==> src/rtl/core/chld_pkg.sv <==
package chld_pkg;

  localparam int BINS        = 16;
  localparam int CHANNELS    = 3;
  localparam int ENTRIES     = CHANNELS * BINS;
  localparam int BIN_BITS    = $clog2(BINS);
  localparam int SAMPLE_W    = 8;
  localparam int PROD_W      = SAMPLE_W + 9;
  localparam int DIFF_W      = 26;
  localparam int REG_W       = 13;
  localparam int CFG_INDEX_W = 4;
  localparam int SWEEP_W     = $clog2(ENTRIES);
  localparam int SUM_W       = DIFF_W + $clog2(ENTRIES);
  localparam int AREA_W      = 2 * REG_W;
  localparam int DIVISOR_W   = AREA_W + 3;
  localparam int SCORE_W     = 17;
  localparam int DIV_STEPS   = SCORE_W;
  localparam int STEP_W      = $clog2(DIV_STEPS);

  typedef logic signed [DIFF_W-1:0] diff_t;

  localparam diff_t DIFF_MAX = {1'b0, {(DIFF_W-1){1'b1}}};
  localparam diff_t DIFF_MIN = {1'b1, {(DIFF_W-1){1'b0}}};

  localparam logic [SCORE_W-1:0] SCORE_ONE = {1'b1, {(SCORE_W-1){1'b0}}};

  localparam logic [CFG_INDEX_W-1:0] REG_A_WIDTH  = CFG_INDEX_W'(0);
  localparam logic [CFG_INDEX_W-1:0] REG_A_HEIGHT = CFG_INDEX_W'(1);
  localparam logic [CFG_INDEX_W-1:0] REG_B_WIDTH  = CFG_INDEX_W'(2);
  localparam logic [CFG_INDEX_W-1:0] REG_B_HEIGHT = CFG_INDEX_W'(3);

  typedef struct packed {
    logic [SAMPLE_W-1:0] a_red;
    logic [SAMPLE_W-1:0] a_green;
    logic [SAMPLE_W-1:0] a_blue;
    logic [SAMPLE_W-1:0] b_red;
    logic [SAMPLE_W-1:0] b_green;
    logic [SAMPLE_W-1:0] b_blue;
    logic                last_pixel;
  } pixel_t;

  typedef struct packed {
    logic [SCORE_W-1:0] score;
    logic               sizes_differed;
  } result_t;

  typedef struct packed {
    logic bump;
    logic clear;
    logic shift;
    logic acc_clear;
    logic div_init;
    logic div_step;
    logic div_first;
    logic load_out;
    logic out_differ;
  } cmd_t;

  typedef struct packed {
    logic differ;
    logic out_free;
  } status_t;

  function automatic logic [BIN_BITS-1:0] bin_of(input logic [SAMPLE_W-1:0] sample);
    logic [PROD_W-1:0] prod;
    prod = PROD_W'(sample) * PROD_W'(BINS);
    return BIN_BITS'(prod >> SAMPLE_W);
  endfunction

endpackage

==> src/rtl/core/chld_ctrl.sv <==
module chld_ctrl
  import chld_pkg::*;
(
  input  logic    clk,
  input  logic    rst,
  input  logic    pixel_valid,
  input  logic    pixel_last,
  output logic    pixel_ready,
  input  status_t status,
  output cmd_t    cmd
);

  localparam logic [2:0] S_IDLE  = 3'd0;
  localparam logic [2:0] S_SWEEP = 3'd1;
  localparam logic [2:0] S_INIT  = 3'd2;
  localparam logic [2:0] S_DIV   = 3'd3;
  localparam logic [2:0] S_OUT   = 3'd4;

  logic [2:0]         state, state_next;
  logic [SWEEP_W-1:0] sweep_cnt, sweep_cnt_next;
  logic [STEP_W-1:0]  step, step_next;
  logic               res_differ, res_differ_next;
  logic               accept;

  assign pixel_ready = (state == S_IDLE);
  assign accept      = pixel_valid && pixel_ready;

  always_comb begin
    state_next      = state;
    sweep_cnt_next  = sweep_cnt;
    step_next       = step;
    res_differ_next = res_differ;
    cmd             = '0;
    cmd.out_differ  = res_differ;
    unique case (state)
      S_IDLE: begin
        if (accept) begin
          cmd.bump = !status.differ;
          if (pixel_last) begin
            res_differ_next = status.differ;
            if (status.differ) begin
              cmd.clear  = 1'b1;
              state_next = S_OUT;
            end else begin
              cmd.acc_clear  = 1'b1;
              sweep_cnt_next = '0;
              state_next     = S_SWEEP;
            end
          end
        end
      end
      S_SWEEP: begin
        cmd.shift      = 1'b1;
        sweep_cnt_next = sweep_cnt + 1'b1;
        if (sweep_cnt == SWEEP_W'(ENTRIES - 1)) begin
          state_next = S_INIT;
        end
      end
      S_INIT: begin
        cmd.div_init = 1'b1;
        step_next    = '0;
        state_next   = S_DIV;
      end
      S_DIV: begin
        cmd.div_step  = 1'b1;
        cmd.div_first = (step == '0);
        step_next     = step + 1'b1;
        if (step == STEP_W'(DIV_STEPS - 1)) begin
          state_next = S_OUT;
        end
      end
      S_OUT: begin
        if (status.out_free) begin
          cmd.load_out = 1'b1;
          state_next   = S_IDLE;
        end
      end
      default: begin
        state_next = S_IDLE;
      end
    endcase
  end

  always_ff @(posedge clk) begin
    if (rst) begin
      state      <= S_IDLE;
      sweep_cnt  <= '0;
      step       <= '0;
      res_differ <= 1'b0;
    end else begin
      state      <= state_next;
      sweep_cnt  <= sweep_cnt_next;
      step       <= step_next;
      res_differ <= res_differ_next;
    end
  end

endmodule

==> config.mk <==
export PLATFORM = sky130hd
export DESIGN_NAME = chld_ctrl
export DESIGN_NICKNAME = d
export VERILOG_FILES = /design/src/rtl/core/chld_pkg.sv /design/src/rtl/core/chld_ctrl.sv
export SDC_FILE = /design/constraint.sdc
export NUM_CORES = 1
export LEC_CHECK = 0
export BUFFER_PORTS_ARGS = -buffer_cell sky130_fd_sc_hd__buf_2
export CAP_MARGIN = 5
export CORE_UTILIZATION = 35
export CTS_BUF_LIST = sky130_fd_sc_hd__clkbuf_8
export DETAILED_ROUTE_END_ITERATION = 10
export PLACE_DENSITY = 0.66
export SLEW_MARGIN = 10
export SYNTH_ARGS = -nofsm -noshare
export SYNTH_HDL_FRONTEND = slang
export SYNTH_SLANG_ARGS = --single-unit
export TNS_END_PERCENT = 50
==> constraint.sdc <==
create_clock -name clk -period 2.5 [get_ports clk]
set_input_delay 0.5 -clock clk [delete_from_list [all_inputs] [get_ports clk]]
set_output_delay 0.5 -clock clk [all_outputs]
set_load 0.01 [all_outputs]
### Yosys cells after proc, flatten, opt, wreduce, memory -nomap -nowiden

Index checks and enable logic that the tools add are counted.

| cells by class | value |
|---|---|
| reductions and logical operators | 9 |
| add/subtract/negate cells | 2 |
| muxes and demuxes | 25 |
| equality and inequality tests | 12 |

Operators with widths:

| cell | number |
|---|---|
| $mux W3 | 6 |
| $mux W6 | 3 |
| $pmux W3 S5 | 1 |
| $pmux W6 S2 | 1 |
| $mux W1 | 10 |
| $ne A2 B2 Y1 const B | 5 |
| $pmux W5 S2 | 1 |
| $add A6 B1 Y6 const B | 1 |
| $eq A3 B2 Y1 const B | 2 |
| $eq A6 B6 Y1 const B | 1 |
| $mux W2 | 3 |
| $add A5 B1 Y5 const B | 1 |
| $eq A5 B5 Y1 const B | 1 |
| $logic_not A5 Y1 | 1 |
| $reduce_and A5 Y1 | 1 |
| $reduce_and A4 Y1 | 1 |
| $reduce_bool A2 Y1 | 2 |
| $eq A3 B1 Y1 const B | 1 |
| $eq A3 B3 Y1 const B | 1 |
| $logic_not A3 Y1 | 1 |
| $reduce_and A3 Y1 | 1 |
| $ne A2 B1 Y1 const B | 1 |
| $logic_and A1 B1 Y1 | 1 |
| $logic_not A1 Y1 | 1 |

| storage, ports and cells | value |
|---|---|
| bits in registers | 15 |
| input bits | 6 |
| output and inout bits | 10 |
| word-level logic and storage cells | 52 |

### Logic depth before layout (Yosys ltp)

Gate-level depths: netlist (run 1).

| logic depth | value |
|---|---|
| depth after elaboration | 4 |
| mapped depth | 6 |
| depth with buffers taken out | 6 |

### Worst setup path before layout (run 1)

No wires, ideal clock.

| path | value |
|---|---|
| path type | register -> output |
| start point | register step[0] |
| end point | output cmd[2] (netlist name) |
| path slack | 0.774 ns |
| buffers on the path | 0 |
| arrival time | 1.226 ns |
| data required time | 2.000 ns |
| cell stages (with the launch flop) | 5 |
| path through | dfxtp_1 -> inv_1 -> ha_1 -> nor4bb_1 -> nor3b_1 |

RTL lines:

| what | line | source |
|---|---|---|
| start: declaration | chld_ctrl.sv:21 | `logic [STEP_W-1:0] step, step_next;` |
| start signal: assignment | chld_ctrl.sv:93 | `step <= step_next;` |
| end: declaration | chld_ctrl.sv:10 | `output cmd_t cmd` |

==> results of run 1 <==
## logic make-up after synthesis
kind of cell	Yosys count	share of synthesized area
xor gates and xnor gates	6	0.0626
muxes	2	0.0253
and+or+nand+nor	52	0.355
buffers and inverters	8	0.0492
adders and majority gates	3	0.0447
AOI/OAI and AO/OA	13	0.106
DFF	15	0.358
## state kept, by name, summed over array words and instances, names as in the netlist
signal,flops
state,3
sweep_cnt,6
step,5
res_differ,1
## power by group
part	internal, mW	switching [mW]	total (mW)
clock network	0.109	0.0816	0.190
logic	0.0604	0.0786	0.139
registers	0.251	0.0224	0.274
total	0.420	0.183	0.603
## layer usage
| metal | share of wire | GRT usage |
|---|---|---|
| met5 | 0 | 0 |
| met1 | 0.46 | 0.179 |
| met3 | 0.046 | 0.0536 |
| met4 | 0.0049 | 0.0463 |
| met2 | 0.49 | 0.241 |
## area by class of cell
class | instances | area share
repair buffers | 15 | 0.0778
clock inverters | 1 | 0.00389
well taps | 28 | 0.0363
flip-flops and latches | 15 | 0.311
inverters | 3 | 0.0117
clock buffers | 3 | 0.0428
multi-input cells | 76 | 0.516
## stage by stage
stage          cell area [um2]  utilization
3_3_place_gp               920        0.412
4_1_cts                    965        0.432
6_report                   965        0.432
3_5_place_dp               920        0.412
2_1_floorplan              840            -
5_1_grt                    965        0.432
## layout by cell type (no fill, tap or decap), drive strengths merged, types with 2 or more instances in the layout
cell type / instances
buf: 15
dfxtp: 15
nor2: 13
nand2: 7
nor3: 7
xor2: 6
inv: 4
nor3b: 4
nand3: 4
and2: 3
a21oi: 3
ha: 3
clkbuf: 3
and3: 2
o211ai: 2
nand4: 2
o21ai: 2
## worst paths after layout
| check | to | slack, ns | cells after the start |
|---|---|---|---|
| setup / recovery | cmd[2] | 0.18 | 3 |
| setup reg to reg | state[0]$_SDFFE_PP0P_ | 0.75 | 4 |
| hold reg to reg | res_differ$_SDFFE_PP0P_ | 0.49 | 2 |
| hold / removal | res_differ$_SDFFE_PP0P_ | 0.49 | 2 |
## worst reg2reg max path, cell delays in order (launching register included)
cell and delay (ns):
dfxtp_1 0.56, nor4bb_1 0.61, a21boi_0 0.20, o21bai_1 0.17, a211oi_1 0.09
==> qor.yml, run 1 <==
status: "finished clean"
post-route-period-util: 0.927
grt_pass1_wl_mm: 2.88
async_flop_share: 0
p_total_uw: 603
r2r_start: "state[0]$_SDFFE_PP0P_"
cp-start-kind: "flop"
finalWorstSetupSlack_ns: 0.182
hold_viol: 0
cts_root_buf: "clkbuf_8"
cp_slowest_cell: "nor4bb_1"
path_max_fanout: 13
synthesis.area_um2: 840
synth.distinct_cells: 38
power_density_nw_per_um2: 625
cts_tree: "built"
timing.fmax_mhz: 431
wl_per_cell_um: 11.7
drv_cap: 0
clk_latency_ns: 0.24
vias: 752
antenna_found_initial: 0
startpoint: "state[0]$_SDFFE_PP0P_"
synth_top_area_cell: "dfxtp_1"
first_iter_violations: 10
nets: 123
multi_input_area_um2: 498
clk_path_buf_depth: 2
dpl.cell_count: 137
synthFlopType: "dfxtp_1"
port_buffers: 15
path_buf_inv: 1
rows: 17
netlist_top_cells_area: "dfxtp_1 (36%), xor2_1 (6.3%), nor2_1 (5.8%)"
wl_mm: 1.65
slew_headroom: 0.600
slowest_delay_ns: 0.61
worst-setup-path-type: "flop to output pin"
syn-num-nets: 108
overflow: 0
antenna_left: 0
ir_drop_mv: 0.407
cts_buffers: 3
cts_resized: 0
die_x_um: 51.0
vias_per_cell: 5.33
nFillCells: 232
rsz0062_at_grt: "no"
netlist_instances: 99
crit_required_ns: 2.00
io_pins: 16
holdWs_ns: 0.493
first_pass_iters: 2
fin_setup_tns_ns: 0
ys_seq_elements: 15
synth_commonest_cells: "dfxtp_1 (15), nor2_1 (13), nand2_1 (7)"
yosys_warnings: 0
min_from: "res_differ$_SDFFE_PP0P_"
syn_avg_cell_area_um2: 8.48
yosysSeqAreaShare: 0.358
clk_pin_slew_ns: 0.06
cp_cell_sequence: "nor4bb_1 -> nor3b_1 -> buf_2"
crit_family: "simple AND/OR/NAND/NOR gates"
synth_edf_count: 0
cts-htree-levels: 1
skew_ns: 0.000519
antenna_cells: 0
dieArea_um2: 2600
grt_max_degree: 15
pre_cts_ws_ns: 0.513
synth_top_area_frac: 0.358
fin_crit_ns: 2.32
cts_setup_buffers: 0
first_global_vias: 682
slew_violations: 0
drive_above_1_share: 0.195
arrival_ns: 1.82
core_area_um2: 2230
track_usage: 0.148
register_area_um2: 300
endpoint_kind: "output pin"
gp_congestion: 0.873
drc: 0
tightest_slew_ns: 0.592
area_delta_synth_final_pct: 14.9
hpwlAfterDp_mm: 1.25
hold_class: "flop to flop"
p_leak_nw: 0.398
hold_buffers: 0
fin_cells: 141
initial_utilization: 0.376
dieHeight_um: 51.0
setup_violations: 0
numClockSinks: 15
yosysMostFrequentCell: "dfxtp_1"
Note: power is estimated with default switching activity, not from simulation.
==> run 2: changes to the inputs <==
PLACE_DENSITY = not set   (was 0.66)
PLACE_DENSITY_LB_ADDON = 0.15   (was not set)
==> run 2 against run 1 <==
Compared with the run above:
- critical path depth is the same
- worst hold slack lost 0.0092 ns
- cell count is the same
- largest power group unchanged
==> qor.yml, run 2 (synthesized netlist as in run 1, its figures left out) <==
status: "finished clean"  # unchanged
final_cell_mix: "buf_2 (15), dfxtp_1 (15), nor2_1 (13)"  # unchanged
crit_family: "simple AND/OR/NAND/NOR gates"  # unchanged
antenna_found_initial: 0  # unchanged
initial_utilization: 0.376  # unchanged
wl_mm: 1.59  # was 1.65 mm
hpwlAfterDp_mm: 1.20  # was 1.25 mm
cts-htree-levels: 1  # unchanged
p_total_uw: 600  # was 603 uW
hold_class: "flop to flop"  # unchanged
fin_setup_tns_ns: 0  # unchanged
drive_above_1_share: 0.195  # unchanged
die_x_um: 51.0  # unchanged
path_max_fanout: 13  # unchanged
whs_endpoint: "res_differ$_SDFFE_PP0P_"  # unchanged
gp_congestion: 0.785  # was 0.873
cts_buffers: 3  # unchanged
numClockSinks: 15  # unchanged
overflow: 0  # unchanged
reg_top3: "sweep_cnt x6, step x5, state x3"  # unchanged
first_pass_iters: 2  # unchanged
slew_headroom: 0.657  # was 0.600
cts_root_buf: "clkbuf_8"  # unchanged
clk_path_buf_depth: 2  # unchanged
core_area_um2: 2230  # unchanged
vias_per_cell: 5.06  # was 5.33
post-route-period-util: 0.898  # was 0.927
first_iter_violations: 4  # was 10
wl_per_cell_um: 11.3  # was 11.7 um
cp_cell_sequence: "nor4bb_1 -> nor3b_1 -> buf_2"  # unchanged
rsz0062_at_grt: "no"  # unchanged
skew_ns: 0.00360  # was 0.000519 ns
cp-start-kind: "flop"  # unchanged
slew_violations: 0  # unchanged
min_from: "res_differ$_SDFFE_PP0P_"  # unchanged
r2r_start: "state[0]$_SDFFE_PP0P_"  # unchanged
ff2ff_setup_slack_ns: 0.87  # was 0.75 ns
io_pins: 16  # unchanged
dieHeight_um: 51.0  # unchanged
rows: 17  # unchanged
ir_drop_mv: 0.445  # was 0.407 mV
port_buffers: 15  # unchanged
nets: 123  # unchanged
p_leak_nw: 0.398  # unchanged
drc: 0  # unchanged
vias: 714  # was 752
antenna_cells: 0  # unchanged
track_usage: 0.140  # was 0.148
grt_pass1_wl_mm: 2.76  # was 2.88 mm
clk_pin_slew_ns: 0.06  # about the same
r2r_end: "state[0]$_SDFFE_PP0P_"  # unchanged
setup_violations: 0  # unchanged
crit_required_ns: 2.00  # about the same
cp_slowest_cell: "dfxtp_1"  # was nor4bb_1
cts_resized: 0  # unchanged
top_register: "sweep_cnt"  # unchanged
power_density_nw_per_um2: 622  # was 625 nW/um2
largest_reg_flops: 6  # unchanged
dieArea_um2: 2600  # unchanged
timing.fmax_mhz: 445  # was 431 MHz
grt_max_degree: 15  # unchanged
arrival_ns: 1.75  # was 1.82 ns
antenna_left: 0  # unchanged
hold_viol: 0  # unchanged
endpoint_kind: "output pin"  # unchanged
drv_cap: 0  # unchanged
clk_latency_ns: 0.24  # about the same
fin_crit_ns: 2.25  # was 2.32 ns
reg2reg_depth: 4  # unchanged
cts_tree: "built"  # unchanged
cts_setup_buffers: 0  # unchanged
hold_depth: 2  # unchanged
area_delta_synth_final_pct: 14.9  # unchanged
first_global_vias: 631  # was 682
worst-setup-path-type: "flop to output pin"  # unchanged
path_buf_inv: 1  # unchanged
slowest_delay_ns: 0.55  # was 0.61 ns
nFillCells: 245  # was 232
hold_buffers: 0  # unchanged
tightest_slew_ns: 0.507  # was 0.592 ns
[run 2: cell counts in the layout (fill, tap and decap cells not counted)]
No cell type changed its count.
[run 2: how the worst max path moves through the flow]
| stage | from | end | slack (ns) | depth (start not counted) |
|---|---|---|---|---|
| after floorplan | step[0]$_SDFFE_PP0P_ | cmd[2] | 0.77 | 4 |
| after global placement | state[0]$_SDFFE_PP0P_ | cmd[2] | 0.58 | 3 |
| after global routing | state[0]$_SDFFE_PP0P_ | cmd[2] | 0.12 | 3 |
| after CTS | state[0]$_SDFFE_PP0P_ | cmd[2] | 0.25 | 3 |
| final | state[0]$_SDFFE_PP0P_ | cmd[2] | 0.25 | 3 |
| after detailed placement | state[0]$_SDFFE_PP0P_ | cmd[2] | 0.55 | 3 |
[run 2: area by class of cell]
cell class                      count  area [um2]  share of cell area
Clock buffer                        3        41.3              0.0428
Inverter                            3        11.3              0.0117
Clock inverter                      1        3.75             0.00389
Tap cell                           28        35.0              0.0363
Timing Repair Buffer               15        75.1              0.0778
Sequential cell                    15         300               0.311
Multi-Input combinational cell     76         498               0.516
[run 2: stage by stage]
| step | setup slack (ns) | std cells | utilization | hold WS [ns] | instance area, um2 |
|---|---|---|---|---|---|
| 3_3_place_gp | 0.577 | 137 | 0.412 | 0.479 | 920 |
| 2_1_floorplan | 0.774 | 99 | - | 0.462 | 840 |
| 3_5_place_dp | 0.549 | 137 | 0.412 | 0.477 | 920 |
| 5_1_grt | 0.121 | 141 | 0.432 | 0.522 | 965 |
| 4_1_cts | 0.253 | 141 | 0.432 | 0.489 | 965 |
| 6_report | 0.254 | 141 | 0.432 | 0.484 | 965 |
[run 2: tightest hold or removal path, stage by stage (launching register included)]
cell,delay (ns)
dfxtp_1,0.30
nor2_1,0.09
nor3_1,0.05
[run 2: power by group]
part | internal [mW] | switching (mW)
logic | 0.0604 | 0.0755
registers | 0.251 | 0.0221
clock network | 0.109 | 0.0820
[run 2: metal layers]
metal | vias to the layer above | GRT usage | share of wire
li1 | 377 | - | -
met5 | - | 0 | 0
met4 | 0 | 0.0278 | 0.0057
met1 | 328 | 0.182 | 0.49
met2 | 7 | 0.219 | 0.47
met3 | 2 | 0.0536 | 0.034
