===== config.mk =====
export PLATFORM = sky130hd
export DESIGN_NAME = chld_arith
export DESIGN_NICKNAME = d
export VERILOG_FILES = /design/src/rtl/core/chld_pkg.sv /design/src/rtl/core/chld_arith.sv
export SDC_FILE = /design/constraint.sdc
export NUM_CORES = 1
export LEC_CHECK = 0
export ABC_CLOCK_PERIOD_IN_PS = 7500
export BUFFER_PORTS_ARGS = -buffer_cell sky130_fd_sc_hd__buf_2
export CORE_MARGIN = 3
export CORE_UTILIZATION = 45
export CTS_BUF_LIST = sky130_fd_sc_hd__clkbuf_16
export DETAILED_ROUTE_END_ITERATION = 16
export PLACE_DENSITY = 0.64
export SYNTH_ARGS = -nofsm -noshare
export SYNTH_HDL_FRONTEND = slang
export SYNTH_SLANG_ARGS = --single-unit

===== constraint.sdc =====
create_clock -name clk -period 7.5 [get_ports clk]
set_input_delay 1.125 -clock clk [delete_from_list [all_inputs] [get_ports clk]]
set_output_delay 1.125 -clock clk [all_outputs]
set_load 0.02 [all_outputs]

===== src/rtl/core/chld_pkg.sv =====
package chld_pkg;

  localparam int BINS        = 16;
  localparam int CHANNELS    = 3;
  localparam int ENTRIES     = CHANNELS * BINS;
  localparam int BIN_BITS    = $clog2(BINS);
  localparam int SAMPLE_W    = 8;
  localparam int PROD_W      = SAMPLE_W + 9;
  localparam int DIFF_W      = 26;
  localparam int REG_W       = 13;
  localparam int CFG_INDEX_W = 4;
  localparam int SWEEP_W     = $clog2(ENTRIES);
  localparam int SUM_W       = DIFF_W + $clog2(ENTRIES);
  localparam int AREA_W      = 2 * REG_W;
  localparam int DIVISOR_W   = AREA_W + 3;
  localparam int SCORE_W     = 17;
  localparam int DIV_STEPS   = SCORE_W;
  localparam int STEP_W      = $clog2(DIV_STEPS);

  typedef logic signed [DIFF_W-1:0] diff_t;

  localparam diff_t DIFF_MAX = {1'b0, {(DIFF_W-1){1'b1}}};
  localparam diff_t DIFF_MIN = {1'b1, {(DIFF_W-1){1'b0}}};

  localparam logic [SCORE_W-1:0] SCORE_ONE = {1'b1, {(SCORE_W-1){1'b0}}};

  localparam logic [CFG_INDEX_W-1:0] REG_A_WIDTH  = CFG_INDEX_W'(0);
  localparam logic [CFG_INDEX_W-1:0] REG_A_HEIGHT = CFG_INDEX_W'(1);
  localparam logic [CFG_INDEX_W-1:0] REG_B_WIDTH  = CFG_INDEX_W'(2);
  localparam logic [CFG_INDEX_W-1:0] REG_B_HEIGHT = CFG_INDEX_W'(3);

  typedef struct packed {
    logic [SAMPLE_W-1:0] a_red;
    logic [SAMPLE_W-1:0] a_green;
    logic [SAMPLE_W-1:0] a_blue;
    logic [SAMPLE_W-1:0] b_red;
    logic [SAMPLE_W-1:0] b_green;
    logic [SAMPLE_W-1:0] b_blue;
    logic                last_pixel;
  } pixel_t;

  typedef struct packed {
    logic [SCORE_W-1:0] score;
    logic               sizes_differed;
  } result_t;

  typedef struct packed {
    logic bump;
    logic clear;
    logic shift;
    logic acc_clear;
    logic div_init;
    logic div_step;
    logic div_first;
    logic load_out;
    logic out_differ;
  } cmd_t;

  typedef struct packed {
    logic differ;
    logic out_free;
  } status_t;

  function automatic logic [BIN_BITS-1:0] bin_of(input logic [SAMPLE_W-1:0] sample);
    logic [PROD_W-1:0] prod;
    prod = PROD_W'(sample) * PROD_W'(BINS);
    return BIN_BITS'(prod >> SAMPLE_W);
  endfunction

endpackage


===== src/rtl/core/chld_arith.sv =====
module chld_arith
  import chld_pkg::*;
(
  input  logic                   clk,
  input  logic                   rst,
  input  logic                   cfg_valid,
  output logic                   cfg_ready,
  input  logic [CFG_INDEX_W-1:0] cfg_index,
  input  logic [REG_W-1:0]       cfg_data,
  input  diff_t                  head,
  input  cmd_t                   cmd,
  output status_t                status,
  output logic                   result_valid,
  input  logic                   result_ready,
  output result_t                result
);

  logic [REG_W-1:0]     a_width, a_height, b_width, b_height;
  logic [AREA_W-1:0]    area;
  logic [DIVISOR_W-1:0] divisor;
  logic [DIFF_W-1:0]    mag;
  logic [SUM_W-1:0]     sum;
  logic [SUM_W-1:0]     rem;
  logic [SUM_W-1:0]     trial;
  logic                 ge;
  logic [SCORE_W-1:0]   quo;
  logic                 sat;
  logic                 zero;
  logic [SCORE_W-1:0]   score;

  assign cfg_ready = 1'b1;

  always_ff @(posedge clk) begin
    if (rst) begin
      a_width  <= REG_W'(1);
      a_height <= REG_W'(1);
      b_width  <= REG_W'(1);
      b_height <= REG_W'(1);
    end else if (cfg_valid) begin
      unique case (cfg_index)
        REG_A_WIDTH:  a_width  <= cfg_data;
        REG_A_HEIGHT: a_height <= cfg_data;
        REG_B_WIDTH:  b_width  <= cfg_data;
        REG_B_HEIGHT: b_height <= cfg_data;
        default: ;
      endcase
    end
  end

  assign status.differ   = (a_width != b_width) || (a_height != b_height);
  assign status.out_free = !result_valid || result_ready;

  // divisor is six times the area
  always_ff @(posedge clk) begin
    area    <= AREA_W'(a_width) * AREA_W'(a_height);
    divisor <= (DIVISOR_W'(area) << 2) + (DIVISOR_W'(area) << 1);
  end

  assign mag = head[DIFF_W-1] ? DIFF_W'($unsigned(-head)) : DIFF_W'($unsigned(head));

  always_ff @(posedge clk) begin
    if (cmd.acc_clear) begin
      sum <= '0;
    end else if (cmd.shift) begin
      sum <= sum + SUM_W'(mag);
    end
  end

  // restoring division, one quotient bit a step
  assign trial = cmd.div_first ? rem : (rem << 1);
  assign ge    = (trial >= SUM_W'(divisor));

  always_ff @(posedge clk) begin
    if (cmd.div_init) begin
      rem  <= sum;
      quo  <= '0;
      sat  <= ({1'b0, sum} >= ((SUM_W+1)'(divisor) << 1));
      zero <= (divisor == '0);
    end else if (cmd.div_step) begin
      rem <= ge ? (trial - SUM_W'(divisor)) : trial;
      quo <= {quo[SCORE_W-2:0], ge};
    end
  end

  always_comb begin
    priority if (zero) begin
      score = '0;
    end else if (sat || (quo > SCORE_ONE)) begin
      score = SCORE_ONE;
    end else begin
      score = quo;
    end
  end

  always_ff @(posedge clk) begin
    if (rst) begin
      result_valid <= 1'b0;
    end else if (cmd.load_out) begin
      result_valid <= 1'b1;
    end else if (result_ready) begin
      result_valid <= 1'b0;
    end
  end

  always_ff @(posedge clk) begin
    if (cmd.load_out) begin
      if (cmd.out_differ) begin
        result.score          <= SCORE_ONE;
        result.sizes_differed <= 1'b1;
      end else begin
        result.score          <= score;
        result.sizes_differed <= 1'b0;
      end
    end
  end

endmodule


# == Word-level counts from Yosys, hierarchy flattened ==
# Cells that the tools add are included.
# op_classes
n_mul,1
shift,0
n_addsub,4
eq_ne,5
n_div,0
n_mux,10
reduce_logical,13
magnitude_cmp,3
bitwise,0
# ops
operator,count
2-to-1 mux 32 bit,4
2-to-1 mux 17 bit,2
adder 32 x 26 -> 32 bit,1
greater-or-equal comparator 32 x 29 -> 1 bit,1
greater-or-equal comparator 32 x 30 -> 1 bit,1
subtractor 32 x 29 -> 32 bit,1
adder 28 x 27 -> 29 bit,1
logical NOT 29 bit,1
multiplier 13 x 13 -> 26 bit,1
2-to-1 mux 26 bit,1
inequality test 13 bit,2
negation 26 bit,1
"> comparator 17 bit, second input constant",1
"equality test 4 x 2 -> 1 bit, second input constant",2
AND reduction 2 bit,4
"equality test 4 x 1 -> 1 bit, second input constant",1
logical NOT 4 bit,1
nonzero test 2 bit,2
logical OR 1 bit,3
2-to-1 mux 1 bit,3
OR reduction 3 bit,1
logical NOT 1 bit,1
# totals
ram_bits,0
mem_count,0
rom_bits,0
output_inout_bits,22
latch_bits,0
ff_bits,209
elab_cells,51

# == Longest topological paths before layout ==
# Gate-level depths: netlist (run 1).
# logic_depth
depth_word,5
mapped_depth,22
depth_no_buf,21

# == Worst setup path after synthesis (run 1) ==
# Ideal clock, no wire load.
# synth_timing
kind,reg-to-reg
startpoint,register a_height[3]
endpoint,register area[25]
stages_incl_launch_ff,22
path_buffers,1
slack_ns,1.879
arrival_ns,5.558
cell_sequence,dfxtp_1 -> clkbuf_1 -> and2_1 -> fa_1 -> inv_1 -> fa_1 -> inv_1 -> fa_1 -> fa_1 -> inv_1 -> fa_1 -> inv_1 -> ha_1 -> or2_2 -> a2111oi_2 -> o32ai_1 -> o41a_1 -> a221o_1 -> nand2_1 -> a21oi_1 -> or4_1 -> nand3_1
# synth_via
elab_chain_len,1
# synth_lines
item,line,text
from (decl),chld_arith.sv:18,"logic [REG_W-1:0] a_width, a_height, b_width, b_height;"
from (signal assigned),chld_arith.sv:42,REG_A_HEIGHT: a_height <= cfg_data;
multiplier 13 x 13 -> 26 bit,chld_arith.sv:55,area <= AREA_W'(a_width) * AREA_W'(a_height);
to (signal assigned),chld_arith.sv:55,
to (decl),chld_arith.sv:19,logic [AREA_W-1:0] area;
# No other way between the ends.
# A chain may end at the register's enable or synchronous reset.

# == Final worst setup path (run 1) ==
# layout_timing
startpoint,register a_width[7]
endpoint,register area[25]
# layout_via
elab_chain_len,1
# layout_lines
item,line,text
from (decl),chld_arith.sv:18,
from (signal assigned),chld_arith.sv:41,REG_A_WIDTH: a_width <= cfg_data;
multiplier 13 x 13 -> 26 bit,chld_arith.sv:55,
# No other way between the ends.

==> results by group, run 1 <==
Run status
  • Status: finished, final reports clean

Detailed routing
  • # DRC: 0
  • Pre-Repair DR Iteration Count: 5
  • Post-route ant nets: 0
  • Starting DRT DRC Count: 640
  • Routed WL: 41600 microns
  • Vias: 14200
  • WL/cell: 15.9 microns
  • Vias per cell: 5.41

Worst setup path
  • Largest fanout on the critical path: 15
  • Critical path required time: 7980 ps
  • CP Launch Type: flop
  • Critical path origin: a_width[7]$_SDFFE_PP0P_
  • Critical R2R Launch: a_width[7]$_SDFFE_PP0P_
  • Setup CP Type: flop to flop
  • Crit path arrival time: 6630 ps
  • Endpoint type of the worst setup path: flop

Clock tree
  • Post-CTS sizing: 0
  • Post CTS Setup Buffer Count: 0
  • Worst-skew pair later-pin latency: 560 ps
  • Max clock buf depth: 3
  • TritonCTS clock tree: done
  • Depth of the CTS H-tree: 1
  • CTS Buf Count: 25
  • Clock Tree Root: clkbuf_16
  • Count of hold-fix buffers inserted at cts: 0
  • Clk slew on worst S/H paths: 60 ps
  • CTS Sinks: 208

GRT
  • Largest net degree at the start of global routing: 58
  • Total GRT Usage: 0.190
  • First-pass GRT wire length: 69700 microns
  • Vias in the first global route: 14200
  • Total global routing overflow: 0
  • Initial antenna violation count: 0

Yosys
  • Seq cells post-synth: 208
  • Synth cell count leaders: 240 x inv_1, 181 x ha_1, 169 x nor2_1, 156 x dfxtp_1, 156 x nand2_1
  • Avg Inst Size Synth: 9.00 sq um
  • Ys flop type: dfxtp_1
  • Synth Net Count: 2400
  • Mapped Area: 18300 sq um
  • Post-synth EDFFs: 52
  • Count leader, synth: inv_1
  • Ys async rst share: 0
  • Synth warnings: 0
  • Syn Inst Count: 2039
  • Cell accounting for the most synthesized area: dfxtp_1
  • Sequential fraction of the synthesis area: 0.255
  • Unique masters post-synth: 71
  • Ranking of synthesized cells by area: dfxtp_1 17%, fa_1 14%, ha_1 12%
  • Yosys top cell area share: 0.170

Layout
  • Layout Nets: 2440
  • Fin area: 20000 sq um
  • Fillers: 3845
  • Layout cells sized above 1: 0.0787
  • Area Growth Syn to Fin: 9.05%
  • Number of diodes: 0

Place
  • # port buffers: 74
  • Routability cong.: 0.896
  • DP HPWL: 32500 microns
  • Placed cell area: 19200 sq um

Die
  • Die Height: 208 microns
  • Starting density of the core: 0.459
  • Die area: 43200 sq um
  • Die Width: 208 microns
  • Top-level port count: 78
  • Row count: 73
  • Core area: 40000 sq um

Power
  • Worst VDD drop: 0.000161 V
  • Leakage: 9.46 nW
  • Cell area power density: 223 nW/um^2
  • Power, Total: 4.45 mW

Hold path
  • Hold Path Origin: area[0]$_DFF_P_
  • HP Class: flop to flop

Timing
  • Worst Skew: 23.9 ps
  • Slew margin rel.: 0.299
  • RSZ-0062 raised after global routing: no
  • Minimum clock period: 6150 ps
  • Post-route clock period utilization: 0.821
  • Setup violators final: 0
  • Slew @ Worst Pin: 1050 ps
  • Final Hold Viols: 0
  • Fin. max-slew vios: 0
  • Setup total negative slack: 0 ps
  • FMAX: 0.162 GHz

Flow run
  • Max-Cap Viols: 0
placed cells by master (no fill, tap or decap), types with 10 or more instances in the layout:
cell and count:
a21oi_1 103, nor3_1 20, o21ai_0 73, a211o_1 13, nand2b_1 13, and2_1 100, xnor2_1 89, a31oi_1 20
ha_1 181, inv_1 247, a21o_1 41, a211oi_1 26, nand2_1 156, nor4_1 17, nor2_1 169, dfxtp_1 156
o21bai_1 13, buf_4 10, nor2b_1 18, mux2_2 31, nand4_1 19, edfxtp_1 52, nand3_1 12, mux2i_1 93
xor2_1 50, o21a_1 22, clkbuf_16 25, fa_1 124, buf_2 74, and3_1 14, o31ai_1 11
state kept, by name, indices dropped and copies added (netlist names), 17 cells and up:
name / flops
sum: 32
quo: 17
area: 26
divisor: 28
rem: 32
result: 18
worst paths after layout:
kind	slack (ps)	cells past startpoint	to
min reg2reg	360	0	divisor[1]$_DFF_P_
min	360	0	divisor[1]$_DFF_P_
max	1350	20	area[25]$_DFF_P_
max reg2reg	1350	20	area[25]$_DFF_P_
per-layer routing:
layer	wire length, microns	global-route usage	part of all wire
met1	19400	0.256	0.47
met2	19700	0.330	0.47
met3	1560	0.0247	0.037
met4	849	0.0402	0.020
met5	0	0	0
logic make-up after synthesis:
kind of cell | count (synthesis) | share of synthesized area
adder cells (fa/ha/maj) | 305 | 0.259
AND/OR/NAND/NOR | 574 | 0.152
AO/OA/AOI/OAI | 377 | 0.134
XOR/XNOR | 139 | 0.0664
flip-flops | 208 | 0.255
multiplexers | 124 | 0.0698
other | 1 | 0.000204
buffers and inverters | 311 | 0.0641
critical path: stages, from the launching register on:
cell and delay (ps):
dfxtp_1 760, and2_1 250, fa_1 420, inv_1 90
fa_1 390, inv_1 90, fa_1 450, fa_1 500
inv_1 60, fa_1 520, inv_1 40, ha_1 210
or2_2 340, a2111oi_2 310, o32ai_1 220, o41a_1 400
a221o_1 320, nand2_1 100, a21oi_1 120, or4_1 420
nand3_1 90
area by class of cell:
cell class | count | area (sq um) | share of cell area
multi-input cells | 1520 | 12500 | 0.625
flip-flops and latches | 208 | 4680 | 0.234
inverters | 240 | 901 | 0.0450
well taps | 525 | 657 | 0.0328
clock buffers | 25 | 626 | 0.0313
repair buffers | 84 | 445 | 0.0223
clock inverters | 19 | 181 | 0.00907
report_power, final:
| group | switching, mW | internal [mW] | total [mW] |
|---|---|---|---|
| sequential | 0.108 | 1.31 | 1.42 |
| clock | 0.492 | 0.710 | 1.20 |
| combinational | 1.02 | 0.806 | 1.83 |
| total | 1.62 | 2.83 | 4.45 |
metrics by stage:
step / utilization / hold slack, ps / setup WS, ps / cells
2_1_floorplan: - / 337 / 1880 / 2039
3_3_place_gp: 0.480 / 348 / 1370 / 2577
3_5_place_dp: 0.480 / 354 / 1310 / 2577
4_1_cts: 0.500 / 362 / 1300 / 2621
5_1_grt: 0.500 / 368 / 968 / 2621
6_report: 0.500 / 358 / 1350 / 2621
Power figures use the tool's default switching activity.
==> inputs of run 2 (changes only) <==
Settings changed: ABC_CLOCK_PERIOD_IN_PS 7500 to 6400.
Clock period 7.5 ns to 6.4 ns, I/O delays scaled along.
==> run 2 against run 1 <==
Net effect:
- worst hold slack better by 28 ps
- clock skew is 4.2 ps higher
- sequential power is 17% higher
- first-iteration DRC count is 3.3% higher
- non-clock buffer count is 20 higher
==> results by group, run 2 (synthesis gave the netlist of run 1 again) <==
Clock tree
  • Post CTS Setup Buffer Count: 0
  • Post-CTS sizing: 0
  • Clk slew on worst S/H paths: 60 ps
  • CTS Buf Count: 26
  • CTS Sinks: 208
  • Max clock buf depth: 3
  • TritonCTS clock tree: done
  • Count of hold-fix buffers inserted at cts: 0
  • Worst-skew pair later-pin latency: 560 ps
  • Clock Tree Root: clkbuf_16
  • Depth of the CTS H-tree: 1

Die
  • Row count: 73
  • Die Width: 208 microns
  • Core area: 40000 sq um
  • Die area: 43200 sq um
  • Die Height: 208 microns
  • Starting density of the core: 0.459
  • Top-level port count: 78

Worst setup path
  • FF-to-FF path depth: 20
  • Crit path arrival time: 6550 ps
  • Setup CP Type: flop to flop
  • Endpoint type of the worst setup path: flop
  • CP Launch Type: flop
  • Critical path required time: 6870 ps
  • Largest fanout on the critical path: 15

Layout
  • Leading registers by flop count: rem: 32 flops, sum: 32 flops, divisor: 28 flops
  • Multi-input logic area: 12500 sq um
  • Layout Nets: 2461
  • Most common cell after layout, fill and taps aside: inv_1
  • Layout cells sized above 1: 0.0916
  • Fin area: 20200 sq um
  • Fillers: 3748
  • Most frequent cells in the layout: 243 x inv_1, 181 x ha_1, 169 x nor2_1, 156 x nand2_1, 153 x dfxtp_1
  • Final Instance Count excl. Fillers: 2644
  • FF+latch area: 4690 sq um
  • Area Growth Syn to Fin: 10.2%
  • Number of diodes: 0
  • Layout Utilization: 0.505

Detailed routing
  • WL/cell: 15.7 microns
  • Starting DRT DRC Count: 661
  • Vias per cell: 5.37
  • # DRC: 0
  • Vias: 14200
  • Post-route ant nets: 0
  • Routed WL: 41600 microns
  • Pre-Repair DR Iteration Count: 5

Power
  • Leakage: 9.58 nW
  • Power, Total: 5.29 mW
  • Worst VDD drop: 0.000224 V
  • Cell area power density: 262 nW/um^2

Place
  • Placed cell area: 19300 sq um
  • DP HPWL: 32900 microns
  • # port buffers: 74
  • Routability cong.: 0.882
  • # placed instances: 2597
  • Pre-CTS WS: 286 ps

GRT
  • Total global routing overflow: 0
  • Largest net degree at the start of global routing: 71
  • First-pass GRT wire length: 70300 microns
  • Initial antenna violation count: 0
  • Vias in the first global route: 14300
  • Total GRT Usage: 0.191

Hold path
  • Worst hold stages: 0
  • HP Class: flop to flop

Timing
  • Minimum clock period: 6070 ps
  • Setup violators final: 0
  • FMAX: 0.165 GHz
  • Final Hold Viols: 0
  • Setup total negative slack: 0 ps
  • Worst Skew: 28.1 ps
  • RSZ-0062 raised after global routing: no
  • Slew @ Worst Pin: 1070 ps
  • Fin. max-slew vios: 0
  • Slew margin rel.: 0.288
  • Setup ws final: 328 ps
  • Post-route clock period utilization: 0.949
  • Hold Slack: 386 ps

Flow run
  • Max-Cap Viols: 0

Run status
  • Status: finished, final reports clean
run 2: final cells by class:
cell class,count,area share
Tap cell,525,0.0325
Multi-Input combinational cell,1520,0.619
Sequential cell,208,0.232
Inverter,240,0.0446
Clock inverter,20,0.00953
Timing Repair Buffer,104,0.0295
Clock buffer,27,0.0334
run 2: path summary, 6_finish.rpt:
check / startpoint / to / slack, ps
min reg2reg: area[0]$_DFF_P_ / divisor[1]$_DFF_P_ / 390
max: a_height[1]$_SDFFE_PP0P_ / area[25]$_DFF_P_ / 330
max reg2reg: a_height[1]$_SDFFE_PP0P_ / area[25]$_DFF_P_ / 330
min: area[0]$_DFF_P_ / divisor[1]$_DFF_P_ / 390
run 2: worst max-delay path, cell delays in order (launching register included):
cell,delay (ps)
dfxtp_1,480
and2_1,270
fa_1,480
inv_1,60
fa_1,520
inv_1,50
fa_1,480
fa_1,490
inv_1,50
fa_1,520
inv_1,40
ha_1,220
or2_2,320
a2111oi_2,350
o32ai_1,210
o41a_1,390
a221o_1,320
nand2_1,110
a21oi_1,130
or4_1,420
nand3_1,90
run 2: power by group:
| part | total (mW) | switching [mW] | internal [mW] |
|---|---|---|---|
| combinational | 2.16 | 1.20 | 0.955 |
| clock | 1.47 | 0.586 | 0.887 |
| sequential | 1.66 | 0.120 | 1.54 |
| total | 5.29 | 1.91 | 3.38 |
run 2: per-layer routing:
metal / global-route usage / up-vias / routed length (microns)
li1: - / 7063 / -
met1: 0.257 / 6793 / 19600
met2: 0.322 / 278 / 19100
met3: 0.0297 / 73 / 1760
met4: 0.0521 / 0 / 1160
met5: 0 / - / 0
